--- src/ael_pkg.sv ---
// Shared types, constants and character-class helpers for the expression lexer.
// No dependencies; every other file of the block imports this package.
`timescale 1ns / 1ps

package ael_pkg;

    // Default width of the character position counters
    localparam int POS_WIDTH_DEF = 16;

    // Widths of the result fields
    localparam int KIND_W  = 4;
    localparam int FIELD_W = 16;
    localparam int CHAR_W  = 8;

    // Most results one input beat can release, and the result queue depth
    localparam int MAX_RES   = 3;
    localparam int RES_DEPTH = 4;

    // Characters with a meaning of their own
    localparam logic [CHAR_W-1:0] CH_E_LO  = 8'h65;
    localparam logic [CHAR_W-1:0] CH_E_UP  = 8'h45;
    localparam logic [CHAR_W-1:0] CH_DOT   = 8'h2E;
    localparam logic [CHAR_W-1:0] CH_UNDER = 8'h5F;
    localparam logic [CHAR_W-1:0] CH_TAB   = 8'h09;
    localparam logic [CHAR_W-1:0] CH_LF    = 8'h0A;
    localparam logic [CHAR_W-1:0] CH_CR    = 8'h0D;
    localparam logic [CHAR_W-1:0] CH_SPACE = 8'h20;
    localparam logic [CHAR_W-1:0] CH_PLUS  = 8'h2B;
    localparam logic [CHAR_W-1:0] CH_MINUS = 8'h2D;
    localparam logic [CHAR_W-1:0] CH_STAR  = 8'h2A;
    localparam logic [CHAR_W-1:0] CH_SLASH = 8'h2F;
    localparam logic [CHAR_W-1:0] CH_OPEN  = 8'h28;
    localparam logic [CHAR_W-1:0] CH_CLOSE = 8'h29;

    typedef enum logic [KIND_W-1:0] {
        KIND_END    = 4'd0,
        KIND_NUMBER = 4'd1,
        KIND_IDENT  = 4'd2,
        KIND_PLUS   = 4'd3,
        KIND_MINUS  = 4'd4,
        KIND_TIMES  = 4'd5,
        KIND_DIVIDE = 4'd6,
        KIND_OPEN   = 4'd7,
        KIND_CLOSE  = 4'd8,
        KIND_BAD    = 4'd9
    } t_kind;

    typedef struct packed {
        t_kind               kind;
        logic [FIELD_W-1:0]  start;
        logic [FIELD_W-1:0]  length;
        logic [CHAR_W-1:0]   bad;
        logic                last;
    } t_result;

    // Results released by one beat, in order, slots below cnt valid
    typedef struct packed {
        logic [1:0]                cnt;
        t_result [MAX_RES-1:0]     res;
    } t_push;

    function automatic logic is_digit(input logic [CHAR_W-1:0] c);
        return c inside {[8'h30:8'h39]};
    endfunction

    function automatic logic is_alpha(input logic [CHAR_W-1:0] c);
        return (c inside {[8'h61:8'h7A]}) || (c inside {[8'h41:8'h5A]}) || (c == CH_UNDER);
    endfunction

    function automatic logic is_space(input logic [CHAR_W-1:0] c);
        return (c == CH_SPACE) || (c == CH_TAB) || (c == CH_LF) || (c == CH_CR);
    endfunction

    // Operator kind of a character, KIND_END when it is no operator
    function automatic t_kind op_kind(input logic [CHAR_W-1:0] c);
        t_kind k;
        case (c)
            CH_PLUS:  k = KIND_PLUS;
            CH_MINUS: k = KIND_MINUS;
            CH_STAR:  k = KIND_TIMES;
            CH_SLASH: k = KIND_DIVIDE;
            CH_OPEN:  k = KIND_OPEN;
            CH_CLOSE: k = KIND_CLOSE;
            default:  k = KIND_END;
        endcase
        return k;
    endfunction

    // Clamp a position or length to the 16-bit result field
    function automatic logic [FIELD_W-1:0] sat16(input logic [31:0] v);
        return (v[31:FIELD_W] != '0) ? '1 : v[FIELD_W-1:0];
    endfunction

endpackage

--- src/ael_core.sv ---
// Scan state and token decision logic: one character beat in, up to three results out.
// Depends on ael_pkg.
`timescale 1ns / 1ps

module ael_core #(
    parameter int POS_WIDTH = ael_pkg::POS_WIDTH_DEF
) (
    input  logic                        i_clk,
    input  logic                        i_rst_n,
    input  logic                        i_beat,
    input  logic [ael_pkg::CHAR_W-1:0]  i_symbol,
    input  logic                        i_is_end,
    output ael_pkg::t_push              o_push
);
    import ael_pkg::*;

    typedef enum logic [5:0] {
        MODE_IDLE   = 6'b000001,
        MODE_NUM    = 6'b000010,
        MODE_HELD_E = 6'b000100,
        MODE_EXP    = 6'b001000,
        MODE_IDENT  = 6'b010000,
        MODE_ERROR  = 6'b100000
    } t_mode;

    t_mode                r_mode,  n_mode;
    logic [POS_WIDTH-1:0] r_pos,   n_pos;
    logic [POS_WIDTH-1:0] r_start, n_start;
    logic [POS_WIDTH-1:0] r_held,  n_held;

    logic [POS_WIDTH-1:0] sp_cur, sp_num_e, sp_held;
    logic                 b_valid, b_setst;
    t_mode                b_mode;
    t_result              b_res;
    logic                 va, vb, vc;
    t_result              ra, rb, rc;
    logic [CHAR_W-1:0]    c;

    function automatic t_result mk_tok(input t_kind k, input logic [POS_WIDTH-1:0] st,
                                       input logic [POS_WIDTH-1:0] len);
        t_result r;
        r.kind   = k;
        r.start  = sat16(32'(st));
        r.length = sat16(32'(len));
        r.bad    = '0;
        r.last   = 1'b0;
        return r;
    endfunction

    function automatic logic [POS_WIDTH-1:0] span(input logic [POS_WIDTH-1:0] from,
                                                  input logic [POS_WIDTH-1:0] upto);
        return (upto >= from) ? upto - from : '0;
    endfunction

    assign c        = i_symbol;
    assign sp_cur   = span(r_start, r_pos);
    assign sp_num_e = span(r_start, r_held);
    assign sp_held  = span(r_held, r_pos);

    // Start a new token at the current character
    always_comb begin
        b_valid      = 1'b0;
        b_setst      = 1'b0;
        b_mode       = MODE_IDLE;
        b_res        = mk_tok(op_kind(c), r_pos, POS_WIDTH'(1));
        if (is_space(c)) begin
            b_mode = MODE_IDLE;
        end else if (op_kind(c) != KIND_END) begin
            b_valid = 1'b1;
        end else if (is_digit(c) || c == CH_DOT) begin
            b_mode  = MODE_NUM;
            b_setst = 1'b1;
        end else if (is_alpha(c)) begin
            b_mode  = MODE_IDENT;
            b_setst = 1'b1;
        end else begin
            b_valid    = 1'b1;
            b_mode     = MODE_ERROR;
            b_res.kind = KIND_BAD;
            b_res.bad  = c;
            b_res.last = 1'b1;
        end
    end

    // Decide results and next scan state for this beat
    always_comb begin
        n_mode  = r_mode;
        n_pos   = r_pos;
        n_start = r_start;
        n_held  = r_held;
        va = 1'b0;
        vb = 1'b0;
        vc = 1'b0;
        ra = mk_tok(KIND_NUMBER, r_start, sp_cur);
        rb = mk_tok(KIND_IDENT, r_held, sp_held);
        rc = b_res;
        if (i_is_end) begin
            // Flush any pending tokens, close the text unless an error token did, return to reset state
            case (r_mode)
                MODE_NUM, MODE_EXP: va = 1'b1;
                MODE_IDENT: begin
                    va = 1'b1;
                    ra = mk_tok(KIND_IDENT, r_start, sp_cur);
                end
                MODE_HELD_E: begin
                    va = 1'b1;
                    vb = 1'b1;
                    ra = mk_tok(KIND_NUMBER, r_start, sp_num_e);
                end
                default: ;
            endcase
            vc      = (r_mode != MODE_ERROR);
            rc      = mk_tok(KIND_END, r_pos, '0);
            rc.last = 1'b1;
            n_mode  = MODE_IDLE;
            n_pos   = '0;
            n_start = '0;
            n_held  = '0;
        end else begin
            if (r_pos != '1) begin
                n_pos = r_pos + POS_WIDTH'(1);
            end
            case (r_mode)
                MODE_IDLE: begin
                    vc     = b_valid;
                    n_mode = b_mode;
                    if (b_setst) n_start = r_pos;
                end
                MODE_NUM: begin
                    if (is_digit(c) || c == CH_DOT) begin
                        n_mode = MODE_NUM;
                    end else if (c == CH_E_LO || c == CH_E_UP) begin
                        n_mode = MODE_HELD_E;
                        n_held = r_pos;
                    end else begin
                        va     = 1'b1;
                        vc     = b_valid;
                        n_mode = b_mode;
                        if (b_setst) n_start = r_pos;
                    end
                end
                MODE_HELD_E: begin
                    if (is_digit(c) || c == CH_PLUS || c == CH_MINUS) begin
                        n_mode = MODE_EXP;
                    end else begin
                        // Number ends before the 'e', which opens an identifier
                        va      = 1'b1;
                        ra      = mk_tok(KIND_NUMBER, r_start, sp_num_e);
                        n_start = r_held;
                        n_mode  = MODE_IDENT;
                        if (!(is_alpha(c) || is_digit(c))) begin
                            vb     = 1'b1;
                            vc     = b_valid;
                            n_mode = b_mode;
                            if (b_setst) n_start = r_pos;
                        end
                    end
                end
                MODE_EXP: begin
                    if (!is_digit(c)) begin
                        va     = 1'b1;
                        vc     = b_valid;
                        n_mode = b_mode;
                        if (b_setst) n_start = r_pos;
                    end
                end
                MODE_IDENT: begin
                    if (!(is_alpha(c) || is_digit(c))) begin
                        va     = 1'b1;
                        ra     = mk_tok(KIND_IDENT, r_start, sp_cur);
                        vc     = b_valid;
                        n_mode = b_mode;
                        if (b_setst) n_start = r_pos;
                    end
                end
                default: n_mode = MODE_ERROR;
            endcase
        end
    end

    // Pack results in order; a second result implies a first
    always_comb begin
        o_push.res[0] = va ? ra : rc;
        o_push.res[1] = vb ? rb : rc;
        o_push.res[2] = rc;
        o_push.cnt    = i_beat ? ({1'b0, va} + {1'b0, vb} + {1'b0, vc}) : 2'd0;
    end

    // Advance scan state on each accepted beat
    always_ff @(posedge i_clk) begin
        if (!i_rst_n) begin
            r_mode  <= MODE_IDLE;
            r_pos   <= '0;
            r_start <= '0;
            r_held  <= '0;
        end else if (i_beat) begin
            r_mode  <= n_mode;
            r_pos   <= n_pos;
            r_start <= n_start;
            r_held  <= n_held;
        end
    end

    // Error mode swallows characters without results
    a_error_silent: assert property (@(posedge i_clk) disable iff (!i_rst_n)
        (i_beat && !i_is_end && r_mode == MODE_ERROR) |-> (o_push.cnt == 2'd0))
        else $error("result released in error mode");

    // End of text returns the scanner to its reset state
    a_end_resets: assert property (@(posedge i_clk) disable iff (!i_rst_n)
        (i_beat && i_is_end) |=> (r_mode == MODE_IDLE && r_pos == '0))
        else $error("scanner not reset after end of text");

endmodule

--- src/ael_fifo.sv ---
// Result queue: takes up to three results per cycle, hands out one per beat.
// Depends on ael_pkg.
`timescale 1ns / 1ps

module ael_fifo (
    input  logic             i_clk,
    input  logic             i_rst_n,
    input  ael_pkg::t_push   i_push,
    output logic             o_full,
    output logic             o_valid,
    input  logic             i_stall,
    output ael_pkg::t_result o_head
);
    import ael_pkg::*;

    localparam int PTR_W = $clog2(RES_DEPTH);
    localparam int CNT_W = $clog2(RES_DEPTH + 1);

    t_result              r_mem [RES_DEPTH];
    logic [PTR_W-1:0]     r_wr, n_wr;
    logic [PTR_W-1:0]     r_rd, n_rd;
    logic [CNT_W-1:0]     r_count, n_count;
    logic                 pop;

    assign pop     = (r_count != '0) && !i_stall;
    assign o_valid = (r_count != '0);
    assign o_head  = r_mem[r_rd];
    // Hold off input unless a full burst of results fits
    assign o_full  = (r_count > CNT_W'(RES_DEPTH - MAX_RES));

    always_comb begin
        n_wr    = r_wr + PTR_W'(i_push.cnt);
        n_rd    = r_rd + PTR_W'(pop);
        n_count = r_count + CNT_W'(i_push.cnt) - CNT_W'(pop);
    end

    // Advance pointers and fill level
    always_ff @(posedge i_clk) begin
        if (!i_rst_n) begin
            r_wr    <= '0;
            r_rd    <= '0;
            r_count <= '0;
        end else begin
            r_wr    <= n_wr;
            r_rd    <= n_rd;
            r_count <= n_count;
        end
    end

    // Write the released results at consecutive slots
    always_ff @(posedge i_clk) begin
        for (int k = 0; k < MAX_RES; k++) begin
            if (k < int'(i_push.cnt)) begin
                r_mem[PTR_W'(r_wr + PTR_W'(k))] <= i_push.res[k];
            end
        end
    end

    a_no_overflow: assert property (@(posedge i_clk) disable iff (!i_rst_n)
        (4'(r_count) + 4'(i_push.cnt)) <= (4'(RES_DEPTH) + 4'(pop)))
        else $error("result queue overflow");

    a_level_tracks: assert property (@(posedge i_clk) disable iff (!i_rst_n)
        (r_count == '0) |-> (r_wr == r_rd))
        else $error("empty queue with pointers apart");

endmodule

--- src/arithmetic_expression_lexer.sv ---
// Arithmetic expression lexer: character stream in, token descriptors out.
// Instantiates ael_core and ael_fifo; depends on ael_pkg.
//
// Usage:
//   Input channel: one character per beat on i_symbol, or an end-of-text
//   marker with i_is_end high. A beat is taken when i_valid is high and
//   o_stall is low. Output channel: one token per beat on o_kind,
//   o_token_start, o_token_length, o_bad_char and o_last, taken when o_valid
//   is high and i_stall is low. o_last closes each text (end or error token).
//   Tokens are registered into the result queue. Throughput: one character
//   per cycle while o_stall is low; a beat can release up to three tokens,
//   which drain one per cycle while i_stall is low through a four-entry
//   result queue. o_stall rises whenever the queue holds two or more tokens,
//   so a burst or a stalling receiver pauses the input until the queue
//   drains. While the receiver stalls, the head token holds steady. Reset
//   (synchronous, active low) empties the queue and returns the scanner to
//   idle at position zero; the end marker returns only the scanner there.
`timescale 1ns / 1ps

module arithmetic_expression_lexer #(
    parameter int POS_WIDTH = ael_pkg::POS_WIDTH_DEF
) (
    input  logic                         i_clk,
    input  logic                         i_rst_n,
    input  logic                         i_valid,
    output logic                         o_stall,
    input  logic [ael_pkg::CHAR_W-1:0]   i_symbol,
    input  logic                         i_is_end,
    output logic                         o_valid,
    input  logic                         i_stall,
    output logic [ael_pkg::KIND_W-1:0]   o_kind,
    output logic [ael_pkg::FIELD_W-1:0]  o_token_start,
    output logic [ael_pkg::FIELD_W-1:0]  o_token_length,
    output logic [ael_pkg::CHAR_W-1:0]   o_bad_char,
    output logic                         o_last
);
    import ael_pkg::*;

    logic    beat;
    logic    full;
    t_push   push;
    t_result head;

    assign o_stall = full;
    assign beat    = i_valid && !full;

    ael_core #(
        .POS_WIDTH(POS_WIDTH)
    ) u_core (
        .i_clk    (i_clk),
        .i_rst_n  (i_rst_n),
        .i_beat   (beat),
        .i_symbol (i_symbol),
        .i_is_end (i_is_end),
        .o_push   (push)
    );

    ael_fifo u_fifo (
        .i_clk   (i_clk),
        .i_rst_n (i_rst_n),
        .i_push  (push),
        .o_full  (full),
        .o_valid (o_valid),
        .i_stall (i_stall),
        .o_head  (head)
    );

    // Drive the result fields from the queue head
    assign o_kind         = head.kind;
    assign o_token_start  = head.start;
    assign o_token_length = head.length;
    assign o_bad_char     = head.bad;
    assign o_last         = head.last;

endmodule

--- config.mk ---
export PLATFORM = sky130hd
export DESIGN_NAME = arithmetic_expression_lexer
export DESIGN_NICKNAME = d
export VERILOG_FILES = /design/src/ael_pkg.sv /design/src/ael_core.sv /design/src/ael_fifo.sv /design/src/arithmetic_expression_lexer.sv
export SDC_FILE = /design/constraint.sdc
export NUM_CORES = 1
export LEC_CHECK = 0
export BUFFER_PORTS_ARGS = -buffer_cell sky130_fd_sc_hd__buf_2
export CAP_MARGIN = 0
export CELL_PAD_IN_SITES_DETAIL_PLACEMENT = 1
export CELL_PAD_IN_SITES_GLOBAL_PLACEMENT = 2
export CORE_UTILIZATION = 41
export CTS_BUF_LIST = sky130_fd_sc_hd__clkbuf_4 sky130_fd_sc_hd__clkbuf_8
export CTS_CLUSTER_DIAMETER = 60
export CTS_CLUSTER_SIZE = 20
export DETAILED_ROUTE_END_ITERATION = 8
export PLACE_DENSITY_LB_ADDON = 0.15
export SLEW_MARGIN = 20
export SYNTH_ARGS = -nofsm -noshare
export SYNTH_HDL_FRONTEND = slang
export SYNTH_SLANG_ARGS = --single-unit
export TNS_END_PERCENT = 5
--- constraint.sdc ---
create_clock -name i_clk -period 7.6 [get_ports i_clk]
set_input_delay 1.14 -clock i_clk [delete_from_list [all_inputs] [get_ports i_clk]]
set_output_delay 1.14 -clock i_clk [all_outputs]
set_load 0.02 [all_outputs]
==> results of run 1 <==
[sequential cells by signal (all words and copies together), names as in the netlist]
register and cells:
u_fifo.r_rd 2, u_fifo.r_wr 2, u_core.r_start 16, u_fifo.r_mem 180, u_core.r_held 16, u_core.r_pos 16
u_core.r_mode 6, u_fifo.r_count 3
[cell usage in the layout, fill, tap and decap left out, types with 30 or more instances in the layout]
cell / n
a21oi_1: 134
a22oi_1: 37
a31oi_1: 30
and2_1: 59
buf_2: 60
buf_4: 48
clkbuf_8: 30
dfxtp_1: 119
edfxtp_1: 120
ha_1: 53
inv_1: 56
mux2_2: 30
mux4_2: 45
nand2_1: 128
nand2b_1: 36
nand3_1: 46
nor2_1: 167
nor2b_1: 32
o21ai_0: 74
o22ai_1: 75
[cell usage after synthesis (32+ instances only)]
| cell | n |
|---|---|
| ha_1 | 53 |
| mux4_2 | 45 |
| and2_1 | 59 |
| nand3_1 | 46 |
| edfxtp_1 | 120 |
| nand2b_1 | 36 |
| a21oi_1 | 134 |
| inv_1 | 56 |
| a22oi_1 | 37 |
| nand2_1 | 128 |
| o21ai_0 | 74 |
| dfxtp_1 | 121 |
| o22ai_1 | 75 |
| nor2b_1 | 32 |
| clkbuf_1 | 92 |
| nor2_1 | 168 |
[logic make-up after synthesis]
group	after synthesis	synth area share, %
buffers and inverters	169	4.56
AO/OA/AOI/OAI	483	20.6
AND/OR/NAND/NOR	583	19.1
multiplexers	78	8.94
XOR/XNOR	51	2.89
flip-flops	241	39.0
adder cells (fa/ha/maj)	58	4.94
[power groups by stage]
| stage | registers, mW | logic, mW | clock network, mW |
|---|---|---|---|
| final | 1.55 | 0.986 | 1.01 |
| after global routing | 1.56 | 1.06 | 1.09 |
| after CTS | 1.55 | 0.995 | 1.04 |
| after detailed placement | 1.57 | 0.994 | 0 |
| after global placement | 1.57 | 0.983 | 0 |
| after floorplan | 1.52 | 0.703 | 0 |
[metal layers]
metal | wire, um | vias up
li1 | - | 6245
met3 | 2330 | 90
met5 | 0 | -
met4 | 1460 | 0
met2 | 27500 | 395
met1 | 24900 | 6997
[worst reg2reg max path, cell delays in order, from the launching register on]
cell and delay [ps]:
dfxtp_1 440, nor4_4 300, nand3b_2 240, a311oi_4 650
and2_1 430, a221oi_1 100, a2111oi_0 390, o21ai_0 230
fa_1 600, nor2_2 340, and2_0 410, nand2b_1 110
buf_4 250, and2_1 230, inv_1 70, buf_4 450
[stage by stage]
stage	instances	util (%)	setup slack (ps)	hold WS, ps
floorplan	1663	-	1670	429
global placement	2161	44.1	1310	439
detailed placement	2162	44.2	1130	445
CTS	2214	45.8	1740	458
global route	2214	45.9	1400	479
finish	2214	45.9	1670	459
[cell type report]
type | count | area, um^2 | share of cell area (%)
Inverter | 56 | 210 | 1.24
Timing Repair Buffer | 108 | 661 | 3.91
Sequential cell | 241 | 6030 | 35.7
Multi-Input combinational cell | 1253 | 8760 | 51.8
Clock inverter | 17 | 168 | 0.992
Tap cell | 504 | 631 | 3.73
Clock buffer | 35 | 450 | 2.66
[path summary, 6_finish.rpt]
kind                       startpoint  slack (ps)  cells after the start                  end
setup / recovery          i_symbol[2]        1670                     16  u_fifo.r_mem[0][28]
hold / removal    u_fifo.r_mem[3][16]         460                      2  u_fifo.r_mem[3][16]
setup reg to reg     u_core.r_mode[3]        1950                     15  u_fifo.r_mem[0][28]
hold reg to reg   u_fifo.r_mem[3][16]         460                      2  u_fifo.r_mem[3][16]
==> results.yml, run 1 <==
logic_synthesis:
  syn_nets: 1734
  synth_cells: 1663
  synth.area.top_cells: "edfxtp_1 (23%), dfxtp_1 (16%), mux4_2 (6.6%), a21oi_1 (4.3%), ha_1 (4.3%)"
  synth_area_mm2: 0.0155
  async_flop_share_pct: 0
  yosysTopAreaCellShare_pct: 23.3
  ys_warn_count: 0
  synth_flop_cell: "dfxtp_1"
  synth.distinct_cells: 86
  yosysSeqAreaShare_pct: 39.0
  avgSynthCellArea_um2: 9.30
  yosys.area.top_type: "edfxtp_1"
  synth_enable_flop_cells: 120
  ys_ff_latch: 241
global_route:
  grt_busiest_layer: "met2"
  grt_pass1_vias: 13837
  grt_first_pass_wirelength_um: 85400
  met1_usage_pct: 39.1
  overflow: 0
  grt_max_degree: 47
  grtUsageMet2_pct: 49.9
  grt_use_total_pct: 29.1
  met3_usage_pct: 2.63
  grt_antenna_before_repair: 1
timing:
  period_share_pct: 78.1
  slew_headroom_pct: 26.0
  rsz0062_at_grt: "no"
  hold_viol_final: 0
  fmax_mhz: 169
  worst_slew_pin_slew_ps: 1100
  slew_viol_final: 0
  finalSetupViolCount: 0
  setup_tns_ps: 0
  min_period_ps: 5930
  fin_skew_ps: 56.9
detailed_routing:
  initialDrtViolationCount: 1006
  drc: 0
  via_per_inst: 6.20
  post_drt_wl_per_cell_um: 25.4
  vias: 13727
  drtPass1Iterations: 6
  ant_nets: 0
  wl_um: 56200
worst_setup_path:
  max_stage_delay_ps: 680
  critical_path_buf_inv_count: 4
  required_ps: 7820
  start_kind: "input pin"
  crit_type: "input pin to flop"
  critPathTopFamily: "simple AND/OR/NAND/NOR gates"
  endpoint_kind: "flop"
  crit_path_max_fanout: 30
  slowest_stage: "a311oi_4"
  path_cells: "buf_2 -> o21ai_1 -> and3_1 -> a311oi_4 -> and2_1 -> a221oi_1 -> a2111oi_0 -> o21ai_0 -> fa_1 -> nor2_2 -> and2_0 -> nand2b_1 -> buf_4 -> and2_1 -> inv_1 -> buf_4"
  crit_arrival_ps: 6160
pwr:
  switching_power_mw: 1.27
  sw_frac_of_total_pct: 35.8
  p_int_mw: 2.28
  clkPwrFrac_pct: 28.6
  seq_power_share_pct: 43.6
  vdd.ir_drop.worst_uv: 130
  power_mw: 3.54
  power_density_mw_per_mm2: 210
  p_leak_nw: 5.98
  combPwrFrac_pct: 27.8
cts:
  clock_latency_ps: 640
  cts_inserted_buffers: 28
  cts_tree: "yes"
  cts.sinks: 241
  postCtsHoldBufs: 0
  post-cts-setup-buffers: 0
  path_clk_slew_ps: 90
  cts-resized-gates: 0
  clockBufferDepth: 3
  htree_levels: 1
  root_buffer: "clkbuf_8"
cells_and_area:
  final_nets: 1759
  drive_above_1_share_pct: 16.4
  antenna_cells: 0
  syn_to_final_growth_pct: 9.38
  fillers: 4255
  fin_area_mm2: 0.0169
place:
  placed_area_mm2: 0.0163
  place_hpwl_um: 40200
  place.gp.congestion: 0.899
  portBuffers: 59
job:
  cap_violations: 0
hold_path:
  hp-class: "flop to flop"
floorplanning:
  die_w_um: 196
  row_count: 70
  core_area_mm2: 0.0369
  initial_utilization_pct: 41.9
  dieArea_mm2: 0.0385
  dieHeight_um: 196
  io_pins: 60
outcome:
  status: "finished, final reports clean"
Power figures use the tool's default switching activity.
==> inputs of run 2 (changes only) <==
Settings changed: ABC_AREA set to 1, CORE_UTILIZATION 41 to 33.
Clock period 7.6 ns to 5 ns, I/O delays scaled along.
==> run 2 against run 1 <==
Die area is 44% higher. Via count is 41% higher. Sequential share of layout area is 5.2 points lower. Global-route usage is 0.31 points lower. Clock skew is 5.0 ps lower. Utilization is 9.2 points lower. Register-to-register slack worse by 1100 ps. Synthesized area is 16% higher. Synthesized cell count is 69% higher. Critical endpoint is now u_fifo.r_mem[2][35]. Largest cell class unchanged. Largest power group is now combinational logic.
==> results.yml, run 2 <==
worst_setup_path:
  max_stage_delay_ps: 530
  critPathTopFamily: "simple AND/OR/NAND/NOR gates"
  critical_path_buf_inv_count: 5
  path_cells: "nor2_2 -> nand2_1 -> nor2_4 -> inv_2 -> nand2_1 -> inv_2 -> nand3_2 -> nor2_1 -> nor3_1 -> nand2_1 -> nand2_1 -> o41ai_1 -> fa_1 -> nor2_4 -> inv_2 -> nor2_2 -> buf_4 -> nor2_1 -> nand2_1 -> buf_4"
  r2r-end: "u_fifo.r_mem[2][35]"
  crit_arrival_ps: 4420
  r2r_start: "u_core.r_mode[0]"
  crit_top_cell: "nand2_1"
  rrSetupSlack_ps: 840
  start_kind: "flop"
  crit_path_max_fanout: 30
  crit_type: "flop to flop"
  endpoint_kind: "flop"
  required_ps: 5250
  slowest_stage: "fa_1"
  ff2ff_path_depth: 20
  critPathLaunch: "u_core.r_mode[0]"
timing:
  slew_headroom_pct: 29.2
  period_share_pct: 83.3
  setup_tns_ps: 0
  rsz0062_at_grt: "no"
  worst_slew_pin_slew_ps: 1060
  slew_viol_final: 0
  hold_viol_final: 0
  finalSetupViolCount: 0
  fmax_mhz: 240
  min_period_ps: 4160
  fin_skew_ps: 51.9
logic_synthesis:
  syn_nets: 2887
  synth_cells: 2816
  ys_ff_latch: 241
  yosysTopAreaCellShare_pct: 20.0
  synth_enable_flop_cells: 120
  synth.distinct_cells: 47
  synthTopCellsByCount: "nand2_1 (898), inv_1 (298), nand3_1 (280)"
  synth_flop_cell: "dfxtp_1"
  yosysSeqAreaShare_pct: 33.5
  synth_area_mm2: 0.0180
  ys_warn_count: 0
  synth_most_common_cell: "nand2_1"
  yosys.area.top_type: "edfxtp_1"
  avgSynthCellArea_um2: 6.40
  async_flop_share_pct: 0
  synth.area.top_cells: "edfxtp_1 (20%), nand2_1 (19%), dfxtp_1 (13%), nand3_1 (7.8%), o21ai_0 (6.3%)"
cts:
  cts.sinks: 241
  path_clk_slew_ps: 80
  clock_latency_ps: 660
  root_buffer: "clkbuf_8"
  post-cts-setup-buffers: 0
  clockBufferDepth: 3
  cts-resized-gates: 0
  cts_tree: "yes"
  htree_levels: 1
  postCtsHoldBufs: 0
  cts_inserted_buffers: 30
detailed_routing:
  post_drt_wl_per_cell_um: 22.7
  vias: 19291
  drtPass1Iterations: 5
  drc: 0
  wl_um: 80400
  initialDrtViolationCount: 1204
  via_per_inst: 5.45
  ant_nets: 0
pwr:
  vdd.ir_drop.worst_uv: 189
  p_leak_nw: 9.29
  power_density_mw_per_mm2: 370
cells_and_area:
  final_nets: 2887
  syn_to_final_growth_pct: 9.86
  largest_reg_flops: 180
  fin_area_mm2: 0.0198
  final_cell_mix: "nand2_1 (898), inv_1 (295), nand3_1 (280), nor2_1 (232), o21ai_0 (228)"
  final_core_util_pct: 36.7
  drive_above_1_share_pct: 8.52
  largest-register: "u_fifo.r_mem"
  final_common_cell: "nand2_1"
job:
  cap_violations: 0
floorplanning:
  die_w_um: 236
  row_count: 85
  initial_utilization_pct: 33.4
  io_pins: 60
  core_area_mm2: 0.0539
  dieArea_mm2: 0.0555
  dieHeight_um: 236
global_route:
  grt_pass1_vias: 19892
  grt_antenna_before_repair: 2
  grt_use_total_pct: 28.8
  grt_max_degree: 68
  overflow: 0
  grt_first_pass_wirelength_um: 122000
hold_path:
  hold_start: "u_fifo.r_mem[1][12]"
  min_to: "u_fifo.r_mem[1][12]"
  hp-class: "flop to flop"
  hold_path_depth: 2
place:
  place_hpwl_um: 56500
  portBuffers: 59
  place.gp.congestion: 0.872
  placed_area_mm2: 0.0191
outcome:
  status: "finished, final reports clean"
-- run 2: worst max path at each step --
stage,end,cells past startpoint
3_3_place_gp,u_fifo.r_mem[2][35],20
3_5_place_dp,u_fifo.r_mem[2][30],20
4_1_cts,u_fifo.r_mem[2][35],20
5_1_grt,u_fifo.r_mem[0][27],21
6_report,u_fifo.r_mem[2][35],20
2_1_floorplan,u_fifo.r_mem[2][0],18
-- run 2: kinds of logic after synthesis --
logic type	share of synthesized area (%)
fa+ha+maj	4.24
buf+inv	9.99
simple gates	36.4
compound gates	14.6
xor+xnor	1.31
flops	33.5
-- run 2: worst register-to-register path, cell delays in order (launching register included) --
cell and delay [ps]:
dfxtp_1 350, nor2_2 180, nand2_1 130, nor2_4 140, inv_2 70, nand2_1 170, inv_2 100, nand3_2 130
nor2_1 90, nor3_1 130, nand2_1 100, nand2_1 80, o41ai_1 100, fa_1 530, nor2_4 190, inv_2 120
nor2_2 160, buf_4 320, nor2_1 110, nand2_1 80, buf_4 480
-- run 2: through the flow --
stage | hold slack (ps) | setup slack, ps | instances | total power, mW
floorplan | 421 | 502 | 2816 | 4.39
global placement | 434 | 609 | 3480 | 5.53
detailed placement | 438 | 497 | 3480 | 5.58
CTS | 439 | 866 | 3536 | 7.37
global route | 465 | 509 | 3537 | 7.76
finish | 457 | 837 | 3538 | 7.33
-- run 2: routing by layer --
metal	routed length (um)	global-route usage (%)	vias to the layer above
met4	1740	6.89	0
li1	-	-	9190
met1	37500	39.3	9527
met5	0	0	-
met2	37700	49.1	472
met3	3470	2.26	102
-- run 2: power by group --
| group | internal [mW] | total [mW] | leakage, nW | switching, mW |
|---|---|---|---|---|
| clock | 0.863 | 1.78 | 0.369 | 0.919 |
| sequential | 2.24 | 2.40 | 2.09 | 0.164 |
| combinational | 0.889 | 3.14 | 6.83 | 2.25 |
-- run 2: final cells by class --
type	count	area, um^2
repair buffers	116	786
inverters	313	1170
clock inverters	21	254
clock buffers	35	463
fillers	7039	34100
multi-input cells	2114	10200
diodes	2	5.00
flip-flops and latches	241	6030
well taps	696	871
